`src/hdl/assert_macros.svh`:
```
// assertion macros used by the estimator core
`ifndef ASSERT_MACROS_SVH
`define ASSERT_MACROS_SVH

// property checked at every rising clock edge outside reset
`define ASSERT_CLK(lbl, clk, rst, prop, msg) \
   lbl: assert property (@(posedge clk) disable iff (rst) (prop)) else $error(msg);

// condition that must never hold outside reset
`define ASSERT_NEVER(lbl, clk, rst, cond, msg) \
   lbl: assert property (@(posedge clk) disable iff (rst) !(cond)) else $error(msg);

`endif

```
`src/hdl/slcls_pkg.sv`:
```
// shared types and constants of the seasonal lag least squares estimator
package slcls_pkg;

   localparam int MAX_LAG           = 256;
   localparam int MAX_SERIES_LENGTH = 1048576;

   localparam int SAMPLE_W   = 12;
   localparam int LAG_W      = 9;
   localparam int ADDR_W     = $clog2(MAX_LAG);
   localparam int SEEN_W     = $clog2(MAX_SERIES_LENGTH + 1);
   localparam int SUM_W      = 32;
   localparam int SUM_SQ_W   = 44;
   localparam int WIDE_W     = 64;
   localparam int Q_W        = 32;
   localparam int FRAC_BITS  = 16;
   localparam int MUL_W      = 32;
   localparam int MUL_SPLIT  = 22;
   localparam int DVD_W      = WIDE_W + FRAC_BITS;
   localparam int DIV_STEPS  = DVD_W;
   localparam int STEP_W     = $clog2(DIV_STEPS + 1);

   localparam logic [Q_W-1:0] Q_POS_SAT = {1'b0, {(Q_W-1){1'b1}}};
   localparam logic [Q_W-1:0] Q_NEG_SAT = {1'b1, {(Q_W-1){1'b0}}};

   typedef enum logic [1:0] {
      STATUS_OK       = 2'd0,
      STATUS_FEW      = 2'd1,
      STATUS_ZERO_DEN = 2'd2,
      STATUS_OVERFLOW = 2'd3
   } status_type;

   typedef enum logic [3:0] {
      ST_IDLE,
      ST_ACC,
      ST_EVAL,
      ST_D1_LO,
      ST_D1_HI,
      ST_D2,
      ST_CMP,
      ST_A_HI,
      ST_B,
      ST_PHI_START,
      ST_PHI_WAIT,
      ST_LB,
      ST_LAM_START,
      ST_LAM_WAIT,
      ST_OUT
   } state_type;

   typedef struct packed {
      logic           done;
      logic           saturated;
      logic [Q_W-1:0] quotient;
   } div_result_type;

endpackage

```
`src/hdl/slcls_divider.sv`:
```
// bit-serial restoring divider, one quotient bit per cycle, saturation flag
module slcls_divider (
   input  logic                                clock,
   input  logic                                reset,
   input  logic                                start,
   input  logic [slcls_pkg::DVD_W-1:0]         dividend,
   input  logic [slcls_pkg::WIDE_W-1:0]        divisor,
   output slcls_pkg::div_result_type           result
);
   import slcls_pkg::*;

   logic [STEP_W-1:0] cnt_ff, cnt_in;
   logic              done_ff, done_in;
   logic [DVD_W-1:0]  dvd_ff, dvd_in;
   logic [WIDE_W-1:0] den_ff, den_in;
   logic [WIDE_W-1:0] rem_ff, rem_in;
   logic [Q_W-1:0]    q_ff, q_in;
   logic              ovf_ff, ovf_in;
   logic [WIDE_W:0]   shifted;
   logic [WIDE_W:0]   diff;
   logic              fits;

   always_comb begin
      shifted = {rem_ff, dvd_ff[DVD_W-1]};
      diff    = shifted - {1'b0, den_ff};
      fits    = shifted >= {1'b0, den_ff};
      cnt_in  = cnt_ff;
      done_in = 1'b0;
      dvd_in  = dvd_ff;
      den_in  = den_ff;
      rem_in  = rem_ff;
      q_in    = q_ff;
      ovf_in  = ovf_ff;
      if (start) begin
         cnt_in = STEP_W'(DIV_STEPS);
         dvd_in = dividend;
         den_in = divisor;
         rem_in = '0;
         q_in   = '0;
         ovf_in = 1'b0;
      end else if (cnt_ff != '0) begin
         rem_in  = fits ? diff[WIDE_W-1:0] : shifted[WIDE_W-1:0];
         dvd_in  = {dvd_ff[DVD_W-2:0], 1'b0};
         q_in    = {q_ff[Q_W-2:0], fits};
         ovf_in  = ovf_ff | q_ff[Q_W-1];
         cnt_in  = cnt_ff - STEP_W'(1);
         done_in = (cnt_ff == STEP_W'(1));
      end
   end

   always_ff @(posedge clock) begin
      if (reset) begin
         cnt_ff  <= '0;
         done_ff <= 1'b0;
      end else begin
         cnt_ff  <= cnt_in;
         done_ff <= done_in;
      end
      dvd_ff <= dvd_in;
      den_ff <= den_in;
      rem_ff <= rem_in;
      q_ff   <= q_in;
      ovf_ff <= ovf_in;
   end

   assign result.done      = done_ff;
   assign result.saturated = ovf_ff | q_ff[Q_W-1];
   assign result.quotient  = q_ff;

endmodule

```
`config.mk`:
```
export PLATFORM = sky130hd
export DESIGN_NAME = slcls_divider
export DESIGN_NICKNAME = d
export VERILOG_FILES = /design/src/hdl/assert_macros.svh /design/src/hdl/slcls_pkg.sv /design/src/hdl/slcls_divider.sv
export SDC_FILE = /design/constraint.sdc
export NUM_CORES = 1
export LEC_CHECK = 0
export BUFFER_PORTS_ARGS = -buffer_cell sky130_fd_sc_hd__buf_2
export CAP_MARGIN = 25
export CORE_UTILIZATION = 40
export DETAILED_ROUTE_END_ITERATION = 10
export SKIP_CTS_REPAIR_TIMING = 1
export SLEW_MARGIN = 25
export SYNTH_ARGS = -nofsm -noshare
export SYNTH_HDL_FRONTEND = slang
export SYNTH_SLANG_ARGS = --single-unit
```
`constraint.sdc`:
```
create_clock -name clock -period 7.64 [get_ports clock]
set_input_delay 1.528 -clock clock [delete_from_list [all_inputs] [get_ports clock]]
set_output_delay 1.528 -clock clock [all_outputs]
set_load 0.01 [all_outputs]
```
==> results of run 1 <==
## how the worst max path moves through the flow
stage	end	slack [ns]	cells past startpoint
2_1_floorplan	dvd_ff[0]$_SDFFCE_PN0P_	3.57	4
3_3_place_gp	rem_ff[61]$_SDFFE_PP0N_	3.41	13
5_1_grt	rem_ff[30]$_SDFFE_PP0N_	3.32	14
3_5_place_dp	rem_ff[61]$_SDFFE_PP0N_	3.32	13
4_1_cts	rem_ff[61]$_SDFFE_PP0N_	3.29	13
6_report	rem_ff[30]$_SDFFE_PP0N_	3.55	14
## layer usage
metal	track usage	part of all wire
met2	0.277	0.43
met5	0	0.0012
met4	0.0447	0.021
met1	0.261	0.48
met3	0.0592	0.076
## final cells by class
type	count	area (um2)
fillers	3252	17800
multi-input cells	990	6750
flip-flops and latches	249	6430
repair buffers	191	1050
clock buffers	42	815
well taps	448	561
inverters	86	323
clock inverters	12	101
diodes	9	22.5
## logic make-up (layout without fill, tap and decap cells)
| kind of cell | Yosys count | count (layout) | synth area share |
|---|---|---|---|
| multiplexers | 86 | 86 | 0.0693 |
| AND/OR/NAND/NOR | 416 | 416 | 0.138 |
| other | 0 | 9 | 0 |
| buffers and inverters | 178 | 331 | 0.0556 |
| adder cells (fa/ha/maj) | 67 | 67 | 0.0607 |
| AO/OA/AOI/OAI | 365 | 365 | 0.180 |
| XOR/XNOR | 56 | 56 | 0.0352 |
| flip-flops | 249 | 249 | 0.461 |
## cells in the mapped netlist, types with 28 or more instances
cell	count	area (um2)
edfxtp_1	144	4320
nor3_1	48	240
a211oi_1	46	345
nand3_1	28	140
clkbuf_1	51	191
mux2_2	83	935
inv_1	85	319
nand2_1	122	458
nor2_1	130	488
o21ai_0	50	250
dfxtp_1	105	2100
ha_1	66	826
a21oi_1	121	606
xnor2_1	34	298
## per-stage QoR
stage	util	setup WS, ns
final	0.474	3.55
after global routing	0.473	3.32
after CTS	0.471	3.29
after detailed placement	0.444	3.32
after global placement	0.444	3.41
after floorplan	-	3.57
## worst max-delay path, cell delays in order (launching register included)
cell and delay, ns:
edfxtp_1 0.32, inv_1 0.05, ha_1 0.37, a21oi_1 0.22
o21ai_0 0.15, a21o_1 0.21, a211oi_2 0.50, o32a_1 0.28
nand2_1 0.09, a31oi_4 0.54, buf_16 0.23, buf_4 0.39
nor2_1 0.09, a211oi_1 0.39, nor3_1 0.09
## power by group through the flow
stage	Sequential, uW	Clock [uW]	Combinational, uW
after global placement	1900	0	2430
after CTS	1880	1380	2460
after global routing	1920	1430	2790
after detailed placement	1910	0	2440
final	1880	1340	2500
after floorplan	1860	0	2010
## registers in the layout, indices dropped and copies added, names as in the netlist
name	cells
cnt_ff	7
dvd_ff	80
q_ff	32
ovf_ff	1
done_ff	1
den_ff	64
rem_ff	64
==> impl_metrics.env, run 1 <==
export IMPL_combinationalPowerShare=0.437
export IMPL_required_ns=8.07
export IMPL_layout_drive_gt1_share=0.220
export IMPL_layout_cells_non_filler=2027
export IMPL_synthCells=1417
export IMPL_holdPathStages=2
export IMPL_ys_flop_type="edfxtp_1"
export IMPL_yosys_cell_types_count=82
export IMPL_maxCapViolCount=0
export IMPL_ant_nets=0
export IMPL_die_area_mm2=0.0356
export IMPL_grt_start_max_net_pins=96
export IMPL_synthArstFlopShare=0
export IMPL_fin_crit_sh=0.536
export IMPL_dp_hpwl_um=23100
export IMPL_yosysWarningCount=0
export IMPL_end_kind="register"
export IMPL_hold_path_class="register to register"
export IMPL_first_global_vias=10446
export IMPL_p_switching_uw=2220
export IMPL_worst_r2r_cell_count=14
export IMPL_synthesis_area_mm2=0.0139
export IMPL_crit_path_start_kind="register"
export IMPL_fp_coreArea_mm2=0.0339
export IMPL_area_growth_pct=15.2
export IMPL_final_cell_mix="179 x buf_2, 144 x edfxtp_1, 130 x nor2_1"
export IMPL_cts_max_level=1
export IMPL_critical_path_class="register to register"
export IMPL_layout_nets=1761
export IMPL_r2r_end="rem_ff[30]$_SDFFE_PP0N_"
export IMPL_status="complete, no violations"
export IMPL_layout_commonest_cell="buf_2"
export IMPL_rsz0062_at_grt="false"
export IMPL_seq_area_frac_synth=0.461
export IMPL_setup_viol=0
export IMPL_slew_headroom=0.338
export IMPL_io_pin_count=181
export IMPL_worst_pin_slew_ns=0.992
export IMPL_antenna_found_initial=11
export IMPL_slew_viol_final=0
export IMPL_place_area_mm2=0.0151
export IMPL_die_y_um=189
export IMPL_crit_reg2reg_launch="den_ff[6]$_DFFE_PP_"
export IMPL_clock_path_buffers=3
export IMPL_cp_arrival_ns=4.52
export IMPL_wl_um=33100
export IMPL_hp_start="ovf_ff$_SDFFE_PP0N_"
export IMPL_final_hold_viol_count=0
export IMPL_cts_tree="yes"
export IMPL_insertion_delay_ns=0.58
export IMPL_via_per_inst=5.32
export IMPL_finalSetupTns_ns=0
export IMPL_powerDensity_mw_per_mm2=357
export IMPL_startpoint="den_ff[6]$_DFFE_PP_"
export IMPL_rrSetupSlack_ns=3.55
export IMPL_drtIter0Drc=785
export IMPL_total_power_uw=5720
export IMPL_track_usage=0.186
export IMPL_leakage_uw=0.00670
export IMPL_num_rows=67
export IMPL_final_area_mm2=0.0160
export IMPL_syn_nets=1631
export IMPL_grt_ovfl_total=0
export IMPL_max_clock_freq_mhz=244
export IMPL_die_w_um=189
export IMPL_p_int_uw=3500
export IMPL_fin_hold_ws_ns=0.461
export IMPL_num_vias=10782
export IMPL_crit_fanout=37
export IMPL_ir_worst_vdd_uv=191
export IMPL_syn_area_per_cell_um2=9.83
export IMPL_cts_clk_slew_worst_paths_ns=0.06
export IMPL_holdPathEnd="ovf_ff$_SDFFE_PP0N_"
export IMPL_dp_cells=1962
export IMPL_swShare=0.388
export IMPL_finalClockSkew_ns=0.0136
export IMPL_pwr_share_seq=0.329
export IMPL_root_buffer="clkbuf_16"
export IMPL_numClockSinks=249
export IMPL_avgRoutedWirePerCell_um=16.3
export IMPL_ys_ff_latch=249
export IMPL_cts_buffers=29
export IMPL_start_util=0.411
export IMPL_clockPowerShare=0.234
export IMPL_synth_edf_count=144
export IMPL_port_buffers=180
export IMPL_layout_min_cycle_time_ns=4.09
export IMPL_route_detailed_drc=0
export IMPL_drt_pass1_iterations=5
export IMPL_grt_pass1_wl_um=54600
export IMPL_gp_congestion=0.899
Note: power is estimated with default switching activity, not from simulation.
==> run 2: changes to the inputs <==
- ABC_AREA: not set -> 1
- clock period: 7.64 -> 3.55 ns (I/O delays scaled with it)
==> run 2 against run 1 <==
Effect of this change:
- cell count increased by 42%
- register-to-register slack lost 3.1 ns
- combinational power up 130%
- die area increased by 10%
- utilization is 0.53 points lower
- highest routed layer is now met4
==> impl_metrics.env, run 2 <==
export IMPL_status="complete, no violations"
export IMPL_cts_buffers=29
export IMPL_synth_most_common_cell="nand2_1"
export IMPL_worst_path_most_repeated_cell="inv_1"
export IMPL_ant_nets=0
export IMPL_slew_headroom=0.337
export IMPL_cts_tree="yes"
export IMPL_first_global_vias=13438
export IMPL_syn_area_per_cell_um2=7.05
export IMPL_yosysWarningCount=0
export IMPL_top_register="dvd_ff"
export IMPL_worstPathCellList="inv_1 > ha_1 > nand2_1 > inv_1 > a21oi_1 > inv_1 > nor2_1 > nand2_1 > inv_1 > nand2_1 > nand2_2 > nand2_4 > nand2_4 > buf_4 > nor2_1 > nor3_2"
export IMPL_rsz0062_at_grt="false"
export IMPL_finalSetupTns_ns=0
export IMPL_cts_max_level=1
export IMPL_root_buffer="clkbuf_16"
export IMPL_final_cell_mix="699 x nand2_1, 336 x nor2_1, 306 x inv_1"
export IMPL_layout_nets=2559
export IMPL_clock_path_buffers=3
export IMPL_fp_coreArea_mm2=0.0378
export IMPL_drtIter0Drc=885
export IMPL_yosys_area_top_type="edfxtp_1"
export IMPL_ys_flop_type="edfxtp_1"
export IMPL_ys_ff_latch=249
export IMPL_largestRegisters="dvd_ff x80, den_ff x64, rem_ff x64"
export IMPL_slew_viol_final=0
export IMPL_cts_clk_slew_worst_paths_ns=0.06
export IMPL_final_area_mm2=0.0177
export IMPL_numClockSinks=249
export IMPL_max_clock_freq_mhz=320
export IMPL_avgRoutedWirePerCell_um=16.1
export IMPL_area_growth_pct=15.2
export IMPL_grt_pass1_wl_um=71600
export IMPL_layout_drive_gt1_share=0.124
export IMPL_critical_path_class="register to register"
export IMPL_antenna_found_initial=0
export IMPL_synthTopCellsByArea="edfxtp_1 28%, nand2_1 17%, dfxtp_1 14%"
export IMPL_synth_common_cells="700 x nand2_1, 336 x nor2_1, 308 x inv_1"
export IMPL_powerDensity_mw_per_mm2=725
export IMPL_grt_ovfl_total=0
export IMPL_fillCellCount=3951
export IMPL_insertion_delay_ns=0.56
export IMPL_route_detailed_drc=0
export IMPL_crit_path_top_delay_cell="nand2_4"
export IMPL_synthArstFlopShare=0
export IMPL_io_pin_count=181
export IMPL_crit_fanout=34
export IMPL_num_vias=14076
export IMPL_place_area_mm2=0.0167
export IMPL_total_power_uw=12800
export IMPL_n_antenna_cell=0
export IMPL_port_buffers=180
export IMPL_end_kind="register"
export IMPL_synthCells=2178
export IMPL_dp_cells=2825
export IMPL_die_w_um=198
export IMPL_gp_congestion=0.996
export IMPL_grt_start_max_net_pins=90
export IMPL_drt_pass1_iterations=6
export IMPL_synthesis_area_mm2=0.0153
export IMPL_hold_path_class="input port to register"
export IMPL_crit_path_start_kind="register"
export IMPL_syn_nets=2392
export IMPL_final_hold_viol_count=0
export IMPL_cpPeakStageDelay_ns=0.44
export IMPL_required_ns=4.03
export IMPL_setup_viol=0
export IMPL_fin_crit_sh=0.881
export IMPL_die_y_um=198
export IMPL_maxCapViolCount=0
export IMPL_yosys_cell_types_count=41
export IMPL_via_per_inst=4.89
export IMPL_synth_edf_count=144
export IMPL_ir_worst_vdd_uv=457
export IMPL_track_usage=0.235
export IMPL_layout_cells_non_filler=2878
export IMPL_seq_area_frac_synth=0.419
export IMPL_netlist_area_leader_share=0.282
export IMPL_die_area_mm2=0.0392
export IMPL_layout_commonest_cell="nand2_1"
export IMPL_layout_min_cycle_time_ns=3.13
export IMPL_leakage_uw=0.00912
export IMPL_worst_pin_slew_ns=0.995
export IMPL_num_rows=71
export IMPL_cp_arrival_ns=3.61
export IMPL_dp_hpwl_um=35900
export IMPL_start_util=0.407
export IMPL_largest_reg_flops=80
export IMPL_wl_um=46200
export IMPL_finalClockSkew_ns=0.0129
[run 2: cell types whose count changed in the layout (fill, tap and decap cells not counted), sizes merged, moves of 29 or more]
cell,before,now
nor2,130,349
mux2,84,0
nand3,28,88
xnor2,34,5
o21ai,54,114
a211oi,50,0
inv,87,312
nand2,122,704
[run 2: final timing paths]
path,from,slack (ns),endpoint,cells past startpoint
max reg2reg,den_ff[32]$_DFFE_PP_,0.42,rem_ff[25]$_SDFFE_PP0N_,16
min,divisor[57],0.32,den_ff[57]$_DFFE_PP_,1
min reg2reg,ovf_ff$_SDFFE_PP0N_,0.47,ovf_ff$_SDFFE_PP0N_,2
max,den_ff[32]$_DFFE_PP_,0.42,rem_ff[25]$_SDFFE_PP0N_,16
[run 2: critical path: cells and delay by family, from the launching register on]
family,cells,cell delay (ns)
AO/OA/AOI/OAI,1,0.26
adder cells (fa/ha/maj),1,0.37
buffers and inverters,5,0.52
flip-flops,1,0.32
AND/OR/NAND/NOR,9,1.55
[run 2: stage by stage]
step,hold slack (ns),utilization,setup WS (ns)
2_1_floorplan,0.429,-,0.121
3_3_place_gp,0.441,0.443,0.471
3_5_place_dp,0.457,0.443,0.470
4_1_cts,0.297,0.468,0.434
5_1_grt,0.301,0.469,0.135
6_report,0.322,0.469,0.422
[run 2: where the power goes]
| part | total [uW] | switching [uW] | internal, uW |
|---|---|---|---|
| Sequential | 4070 | 359 | 3720 |
| Clock | 2960 | 1210 | 1750 |
| Combinational | 5790 | 3920 | 1870 |
[run 2: cell families (layout without fill, tap and decap cells)]
family,Yosys count,after routing,synth area share
adders and majority gates,67,67,0.0551
DFF,249,249,0.419
AOI/OAI and AO/OA,242,242,0.0833
xor gates and xnor gates,28,28,0.0160
and+or+nand+nor,1222,1222,0.331
buffers and inverters,370,559,0.0963
[run 2: layout make-up]
type | count | area, um2 | area share
inverter | 311 | 1170 | 0.0662
clock buffer | 42 | 857 | 0.0485
timing repair buffer | 195 | 1050 | 0.0595
sequential | 249 | 6430 | 0.363
multi-input combinational | 1559 | 7450 | 0.421
clock inverter | 11 | 88.8 | 0.00502
tap | 511 | 639 | 0.0361
[run 2: layer usage]
| metal | part of all wire | up-vias | wire, um | global-route usage |
|---|---|---|---|---|
| li1 | - | 7217 | - | - |
| met1 | 0.45 | 6441 | 20900 | 0.313 |
| met2 | 0.46 | 338 | 21300 | 0.389 |
| met3 | 0.054 | 80 | 2480 | 0.0358 |
| met4 | 0.032 | 0 | 1500 | 0.0749 |
| met5 | 0 | - | 0 | 0 |
==> run 3: changes to the inputs <==
- CORE_UTILIZATION: 40 -> 54
- PLACE_DENSITY: not set -> 0.78
==> run 3 against run 2 <==
Effect of this change:
- worst setup slack better by 0.036 ns
- via count rose by 2.3%
- clock skew is 0.021 ns higher
- maximum frequency is 1.2% higher
- routed wire length shrank 1.5%
- utilization rose by 16 points
- global-route usage grew 7.6 points
- clock-buffer cell count shrank 12
- worst hold slack lost 0.018 ns
- critical path depth increased by 3
- total power about the same
- non-clock buffer count fell by 1
- critical endpoint is now rem_ff[33]$_SDFFE_PP0N_
- largest cell class unchanged
==> impl_metrics.env, run 3 (same netlist as run 2, synthesis figures left out) <==
export IMPL_critical_path_buf_inv_count=3
export IMPL_top_register="dvd_ff"
export IMPL_setup_viol=0
export IMPL_num_vias=14402
export IMPL_layout_min_cycle_time_ns=3.09
export IMPL_die_y_um=171
export IMPL_pwr_share_seq=0.318
export IMPL_cp_top_family="simple AND/OR/NAND/NOR gates"
export IMPL_end_kind="register"
export IMPL_max_clock_freq_mhz=323
export IMPL_die_area_mm2=0.0291
export IMPL_io_pin_count=181
export IMPL_hold_path_class="input port to register"
export IMPL_drt_pass1_iterations=5
export IMPL_combinationalPowerShare=0.461
export IMPL_crit_path_start_kind="register"
export IMPL_cpPeakStageDelay_ns=0.37
export IMPL_largestRegisters="dvd_ff x80, den_ff x64, rem_ff x64"
export IMPL_dp_hpwl_um=34500
export IMPL_worst_path_most_repeated_cell="nand2_1"
export IMPL_grt_start_max_net_pins=175
export IMPL_status="complete, no violations"
export IMPL_avgRoutedWirePerCell_um=16.6
export IMPL_n_antenna_cell=0
export IMPL_grt_pass1_wl_um=70200
export IMPL_numClockSinks=249
export IMPL_clock_path_buffers=3
export IMPL_cp_arrival_ns=3.53
export IMPL_total_power_uw=12800
export IMPL_route_detailed_drc=0
export IMPL_wl_um=45500
export IMPL_worstPathCellList="inv_1 > ha_1 > nand2_1 > inv_1 > nand2_1 > nand2_1 > nand2_1 > nand3_2 > nand2_1 > nand2_2 > nand2_1 > nand2_1 > nand2_2 > nand2_4 > nand2_4 > buf_12 > nor2_1 > nor2_1 > nor2_1"
export IMPL_place_area_mm2=0.0166
export IMPL_final_cell_mix="699 x nand2_1, 336 x nor2_1, 306 x inv_1"
export IMPL_cts_clk_slew_worst_paths_ns=0.06
export IMPL_clockPowerShare=0.221
export IMPL_ir_worst_vdd_uv=558
export IMPL_critical_path_class="register to register"
export IMPL_layout_drive_gt1_share=0.123
export IMPL_multi_input_area_mm2=0.00745
export IMPL_rsz0062_at_grt="false"
export IMPL_start_util=0.551
export IMPL_root_buffer="clkbuf_16"
export IMPL_track_usage=0.311
export IMPL_required_ns=3.99
export IMPL_register_area_mm2=0.00643
export IMPL_p_int_uw=7210
export IMPL_largest_reg_flops=80
export IMPL_finalSetupTns_ns=0
export IMPL_finalClockSkew_ns=0.0342
export IMPL_cts_max_level=1
export IMPL_drtIter0Drc=1243
export IMPL_insertion_delay_ns=0.58
export IMPL_first_global_vias=13487
export IMPL_p_switching_uw=5610
export IMPL_final_hold_viol_count=0
export IMPL_layout_nets=2556
export IMPL_crit_path_top_delay_cell="ha_1"
export IMPL_layout_commonest_cell="nand2_1"
export IMPL_antenna_found_initial=3
export IMPL_grt_ovfl_total=0
export IMPL_num_rows=61
export IMPL_slew_headroom=0.466
export IMPL_crit_fanout=26
export IMPL_final_area_mm2=0.0175
export IMPL_slew_viol_final=0
export IMPL_die_w_um=171
export IMPL_powerDensity_mw_per_mm2=734
export IMPL_rrSetupSlack_ns=0.46
export IMPL_via_per_inst=5.25
export IMPL_fillCellCount=2583
export IMPL_fin_crit_sh=0.871
export IMPL_leakage_uw=0.00909
export IMPL_cts_tree="yes"
export IMPL_port_buffers=180
export IMPL_fp_coreArea_mm2=0.0279
export IMPL_swShare=0.438
export IMPL_worst_pin_slew_ns=0.801
export IMPL_area_growth_pct=13.9
export IMPL_ant_nets=0
export IMPL_maxCapViolCount=0
export IMPL_gp_congestion=1.03
export IMPL_cts_buffers=27
## run 3: cell count changes in the layout (fill, tap and decap cells not counted), moves of 3 or more
cell / previous run / this run
clkbuf_1: 7 / 3
clkbuf_16: 31 / 27
clkbuf_8: 4 / 0
buf_12: 2 / 5
clkinv_1: 3 / 6
## run 3: final timing paths
| check | start | end | cells after the start |
|---|---|---|---|
| setup / recovery | den_ff[3]$_DFFE_PP_ | rem_ff[33]$_SDFFE_PP0N_ | 19 |
| hold / removal | divisor[56] | den_ff[56]$_DFFE_PP_ | 1 |
| setup reg to reg | den_ff[3]$_DFFE_PP_ | rem_ff[33]$_SDFFE_PP0N_ | 19 |
| hold reg to reg | cnt_ff[6]$_SDFFE_PP0P_ | cnt_ff[6]$_SDFFE_PP0P_ | 2 |
## run 3: final cells by class
cell class              count  area share
multi-input cells        1559       0.426
inverters                 311      0.0670
flip-flops and latches    249       0.368
well taps                 378      0.0271
clock buffers              30      0.0393
clock inverters            20      0.0111
repair buffers            194      0.0615
## run 3: power groups by stage
stage                     clock network (uW)  logic, uW  registers, uW
after floorplan                            0       4130           4060
final                                   2830       5910           4080
after detailed placement                   0       5750           4120
after CTS                               2860       5800           4070
after global placement                     0       5670           4100
after global routing                    2960       6530           4140
## run 3: worst reg2reg max path, stage by stage (launching register included)
cell,delay [ns]
edfxtp_1,0.33
inv_1,0.05
ha_1,0.37
nand2_1,0.14
inv_1,0.07
nand2_1,0.07
nand2_1,0.05
nand2_1,0.07
nand3_2,0.15
nand2_1,0.12
nand2_2,0.13
nand2_1,0.11
nand2_1,0.10
nand2_2,0.27
nand2_4,0.17
nand2_4,0.33
buf_12,0.23
nor2_1,0.07
nor2_1,0.10
nor2_1,0.04
## run 3: per-layer routing
metal	global-route usage	part of all wire	wire length, um	up-vias
met5	0	0.00055	25	-
met4	0.0983	0.033	1490	4
met3	0.0493	0.075	3430	84
met2	0.507	0.45	20700	581
met1	0.422	0.44	19900	6519
li1	-	-	-	7214
## run 3: per-stage QoR
step | setup slack (ns) | hold slack [ns] | util | instances
2_1_floorplan | 0.121 | 0.429 | - | 2178
3_3_place_gp | 0.545 | 0.442 | 0.596 | 2691
3_5_place_dp | 0.479 | 0.462 | 0.596 | 2691
4_1_cts | 0.490 | 0.289 | 0.627 | 2741
5_1_grt | 0.257 | 0.293 | 0.627 | 2741
6_report | 0.458 | 0.305 | 0.627 | 2741
